`config.mk`:
```
export PLATFORM = sky130hd
export DESIGN_NAME = plti_front
export DESIGN_NICKNAME = d
export VERILOG_FILES = /design/src/rtl/plti_pkg.sv /design/src/rtl/plti_front.sv
export SDC_FILE = /design/constraint.sdc
export NUM_CORES = 1
export LEC_CHECK = 0
export ABC_AREA = 0
export ABC_CLOCK_PERIOD_IN_PS = 10900
export BUFFER_PORTS_ARGS = -buffer_cell sky130_fd_sc_hd__buf_2
export CAP_MARGIN = 20
export CELL_PAD_IN_SITES_DETAIL_PLACEMENT = 1
export CELL_PAD_IN_SITES_GLOBAL_PLACEMENT = 2
export CORE_ASPECT_RATIO = 0.8
export CORE_MARGIN = 3
export CORE_UTILIZATION = 41
export CTS_CLUSTER_SIZE = 10
export DETAILED_ROUTE_END_ITERATION = 6
export HOLD_SLACK_MARGIN = 0.03
export PLACE_DENSITY_LB_ADDON = 0.15
export SKIP_LAST_GASP = 1
export SLEW_MARGIN = 20
export SYNTH_ARGS = -nofsm -noshare
export SYNTH_HDL_FRONTEND = slang
export SYNTH_SLANG_ARGS = --single-unit
```
`constraint.sdc`:
```
create_clock -name clk -period 10.9 [get_ports clk]
set_clock_uncertainty 0.2 [all_clocks]
set_input_delay 0.545 -clock clk [delete_from_list [all_inputs] [get_ports clk]]
set_output_delay 0.545 -clock clk [all_outputs]
set_load 0.02 [all_outputs]
```
`src/rtl/plti_pkg.sv`:
```
// plti_pkg: shared types and codes for the piecewise-linear table interpolator
// used by every module under rtl/ except plti_divu; depends on nothing else
`timescale 1ns / 1ps
`default_nettype none

package plti_pkg;

  // operation codes of an input request
  localparam logic [1:0] OP_LOAD   = 2'd0;
  localparam logic [1:0] OP_INTERP = 2'd1;
  localparam logic [1:0] OP_EXACT  = 2'd2;
  localparam logic [1:0] OP_UNUSED = 2'd3;

  // result status codes
  localparam logic [1:0] ST_OK    = 2'd0;
  localparam logic [1:0] ST_ABOVE = 2'd1;
  localparam logic [1:0] ST_BELOW = 2'd2;
  localparam logic [1:0] ST_MISS  = 2'd3;

  typedef struct packed {
    logic [1:0]         operation;
    logic [7:0]         entry_index;
    logic signed [31:0] key_x;
    logic signed [31:0] entry_y;
  } in_item_t;

  typedef struct packed {
    logic signed [31:0] result_y;
    logic [1:0]         status;
  } out_item_t;

  // classified command kinds passed from front to back
  typedef enum logic [1:0] {
    CMD_NOP,
    CMD_LOAD,
    CMD_INTERP,
    CMD_EXACT
  } cmd_kind_t;

  typedef struct packed {
    cmd_kind_t          kind;
    logic [7:0]         index;
    logic signed [31:0] x;
    logic signed [31:0] y;
  } cmd_t;

  // back-end sequencer states
  typedef enum logic [2:0] {
    BK_IDLE,
    BK_SCAN,
    BK_DATA0,
    BK_MUL0,
    BK_MUL1,
    BK_ADD,
    BK_DIV,
    BK_DONE
  } back_state_t;

endpackage

`default_nettype wire

```
`src/rtl/plti_front.sv`:
```
// plti_front: accepts requests, classifies them and queues them (two deep)
// depends on plti_pkg
`timescale 1ns / 1ps
`default_nettype none

module plti_front #(
  parameter int TABLE_DEPTH = 256
) (
  input  wire                clk,
  input  wire                rst_n,
  input  wire                in_valid,
  output logic               in_stall,
  input  plti_pkg::in_item_t in_item,
  output logic               cmd_valid,
  output plti_pkg::cmd_t     cmd,
  input  wire                cmd_take
);

  plti_pkg::cmd_t q_r [2];
  logic           wr_ptr_r, wr_ptr_nxt;
  logic           rd_ptr_r, rd_ptr_nxt;
  logic [1:0]     count_r, count_nxt;
  logic           push;
  logic           pop;
  plti_pkg::cmd_t cls;

  // classify the incoming request
  always_comb begin
    cls.index = in_item.entry_index;
    cls.x     = in_item.key_x;
    cls.y     = in_item.entry_y;
    unique case (in_item.operation)
      plti_pkg::OP_LOAD: begin
        cls.kind = (32'(in_item.entry_index) < TABLE_DEPTH) ?
                   plti_pkg::CMD_LOAD : plti_pkg::CMD_NOP;
      end
      plti_pkg::OP_INTERP: cls.kind = plti_pkg::CMD_INTERP;
      plti_pkg::OP_EXACT:  cls.kind = plti_pkg::CMD_EXACT;
      default:             cls.kind = plti_pkg::CMD_NOP;
    endcase
  end

  assign in_stall  = (count_r == 2'd2);
  assign push      = in_valid && !in_stall;
  assign cmd_valid = (count_r != 2'd0);
  assign pop       = cmd_valid && cmd_take;
  assign cmd       = q_r[rd_ptr_r];

  // queue pointers
  always_comb begin
    wr_ptr_nxt = push ? ~wr_ptr_r : wr_ptr_r;
    rd_ptr_nxt = pop ? ~rd_ptr_r : rd_ptr_r;
    count_nxt  = count_r + 2'(push) - 2'(pop);
  end

  always_ff @(posedge clk) begin
    if (!rst_n) begin
      wr_ptr_r <= 1'b0;
      rd_ptr_r <= 1'b0;
      count_r  <= 2'd0;
    end else begin
      wr_ptr_r <= wr_ptr_nxt;
      rd_ptr_r <= rd_ptr_nxt;
      count_r  <= count_nxt;
    end
  end

  // queue storage
  always_ff @(posedge clk) begin
    if (push) begin
      q_r[wr_ptr_r] <= cls;
    end
  end

endmodule

`default_nettype wire

```
==> metrics.txt <==
status=finished clean; Yosys warning count=0; syn nets=344; Num CTS Buffers=17; crit path max-delay cell type=dfxtp_4; delay-heaviest family, CP=buffers and inverters; RSZ-0062 raised after global routing=no; final core utilization=53.5%; DIE AREA=0.0158 mm²; post-CTS sizing=0; Peak Freq=0.310 GHz; Final Cycle Share=29.6%; sw power=0.000561 W; HP Class=in2reg; Starting Density=42.5%; PD cells=261 mW/mm²; layout cells sized above 1=59.0%; Placer Congestion=0.689; # diodes=0; M1 WL=4670 µm; number of port buffers=153; DP Worst Slack=8070 ps; Setup violations, final=0; initial antenna violation count=1; vias post-DR=2911; Worst VDD drop=0.000125 V; switching fraction of total power=29.2%; TritonCTS Sinks=153; initial DRC count=138; Congestion Overflow GR=0; CP required=10160 ps; Critical Path Fanout Max=40; CP Capture Type=primary output; Die W=140 µm; combinational cell fraction of total power=28.6%; WP data arrival=2480 ps; area leader, netlist=edfxtp_1; Mapped Cells=262; Top Ports=154; min Tclk post-route=3220 ps; final instance area=0.00737 mm²; htree depth=4; CTS tree=done; clock tree buffer depth=2; HPWL Detailed=7300 µm; Yosys cell types=19; setup TNS=0 ps; pin count of the biggest net entering global routing=68; Vias/cell=4.69; Seq/Total Area, Yosys=77.5%; Startpoint Class=flop; multi-input logic area=0.00123 mm²; ANT nets after route=0; Post-CTS Setup Bufs=0; Post-CTS Hold Fix Bufs=0; power share of the clock group=29.3%; Worst-Skew Late Latency=410 ps; Buf+Inv Stages, Crit Path=2; Yosys top cell area share=75.8%; critical path class=reg2out; per-cell routed wire length=17.4 µm; delay of the slowest critical-path stage=730 ps; max layer used=met5; post-synthesis cell area=0.00586 mm²; Least-Margin Pin Slew=952 ps; fin. max-slew vios=0; flip-flop and latch area=0.00455 mm²; DRC viols=0; die height=113 µm; Cell Area, Placed=0.00681 mm²; final worst slack=7680 ps; Static Leak=2.92 nW; crit-path cells=buf_4 -> mux2_2 -> buf_2; Int Pwr=0.00136 W; synth top area cells=edfxtp_1 76%, mux2_4 15%, mux2_2 2.7%, dfxtp_1 1.7%, buf_6 1.3%; global-route wire length before repair=16600 µm; vias in the first global route=3091; Relative slew margins=36.5%; routed wire length=10800 µm; final net count=511; core area=0.0138 mm²; FF+latch count, synth=153; Root Driver=clkbuf_16; gr usage total=14.0%; sequential power share=42.1%; Tot Pwr=0.00192 W; Layout fillers=1322; TritonRoute pass-1 iters=4; Syn Area/Cell=22.4 µm²; met2 WL=5270 µm; max cap viols=0; Reg clk slew, reported paths=60 ps; final hold violation count=0; row count=38; Layout area overhead=25.8%; met3 wire length=736 µm
## power groups by stage
stage	Clock (W)	Sequential, W	Combinational (W)
6_report	0.000562	0.000810	0.000549
5_1_grt	0.000603	0.000823	0.000587
4_1_cts	0.000578	0.000812	0.000561
3_5_place_dp	0	0.000824	0.000560
3_3_place_gp	0	0.000818	0.000554
2_1_floorplan	0	0.000798	0.000433
## cell type report
cell class,instances,share of cell area (%)
multi-input combinational,96,16.6
timing repair buffer,156,10.7
inverter,5,0.255
clock buffer,19,5.87
tap,180,3.05
sequential,153,61.7
clock inverter,12,1.80
## per-layer routing
metal / track usage (%) / up-vias
li1: - / 1354
met1: 17.4 / 1433
met2: 22.5 / 105
met3: 5.70 / 17
met4: 5.04 / 2
met5: 0 / -
## sequential cells by signal, indices dropped and copies added (netlist names), named ones only
register	count
rd_ptr_r	1
count_r	2
q_r	148
wr_ptr_r	1
## cell usage in the layout, fill, tap and decap left out, types with 2 or more instances in the layout
| master | count |
|---|---|
| buf_2 | 153 |
| edfxtp_1 | 148 |
| mux2_4 | 60 |
| clkbuf_16 | 17 |
| mux2_2 | 14 |
| inv_1 | 5 |
| ha_1 | 4 |
| clkinv_2 | 4 |
| clkinv_1 | 4 |
| dfxtp_1 | 4 |
| nor2_1 | 3 |
| bufinv_16 | 3 |
| buf_4 | 3 |
| or2_2 | 2 |
| nand2b_1 | 2 |
| nand2_1 | 2 |
| and2_1 | 2 |
| clkbuf_1 | 2 |
## cells in the mapped netlist (all sizes together)
cell type and number:
nand2b 2, xor2 1, xnor2 1, buf 8, nand2 2, nor2 4, o21a 1, dfxtp 5
nor3 1, ha 4, inv 5, or2 2, edfxtp 148, mux2 74, mux2i 1, and3 1
and2 2
## cells by family (layout without fill, tap and decap cells)
| logic type | Yosys count | after routing | share of synthesized area, % |
|---|---|---|---|
| mux | 75 | 75 | 18.2 |
| simple gates | 14 | 14 | 1.22 |
| buf+inv | 13 | 192 | 1.75 |
| flops | 153 | 153 | 77.5 |
| fa+ha+maj | 4 | 4 | 0.854 |
| compound gates | 1 | 1 | 0.128 |
| xor+xnor | 2 | 2 | 0.299 |
## metrics by stage
| step | hold WS [ps] | instances |
|---|---|---|
| final | 121 | 621 |
| after global routing | 99.7 | 621 |
| after CTS | 97.9 | 621 |
| after detailed placement | 300 | 590 |
| after global placement | 299 | 590 |
| after floorplan | 255 | 262 |
## final timing paths
kind,end,cells past startpoint,slack (ps),start
setup / recovery,cmd[2],3,7680,flop
hold / removal,q_r[1][0],1,120,in_item[0]
setup reg to reg,q_r[0][65],4,8510,count_r[0]
hold reg to reg,flop,2,310,rd_ptr_r
Power figures use the tool's default switching activity.
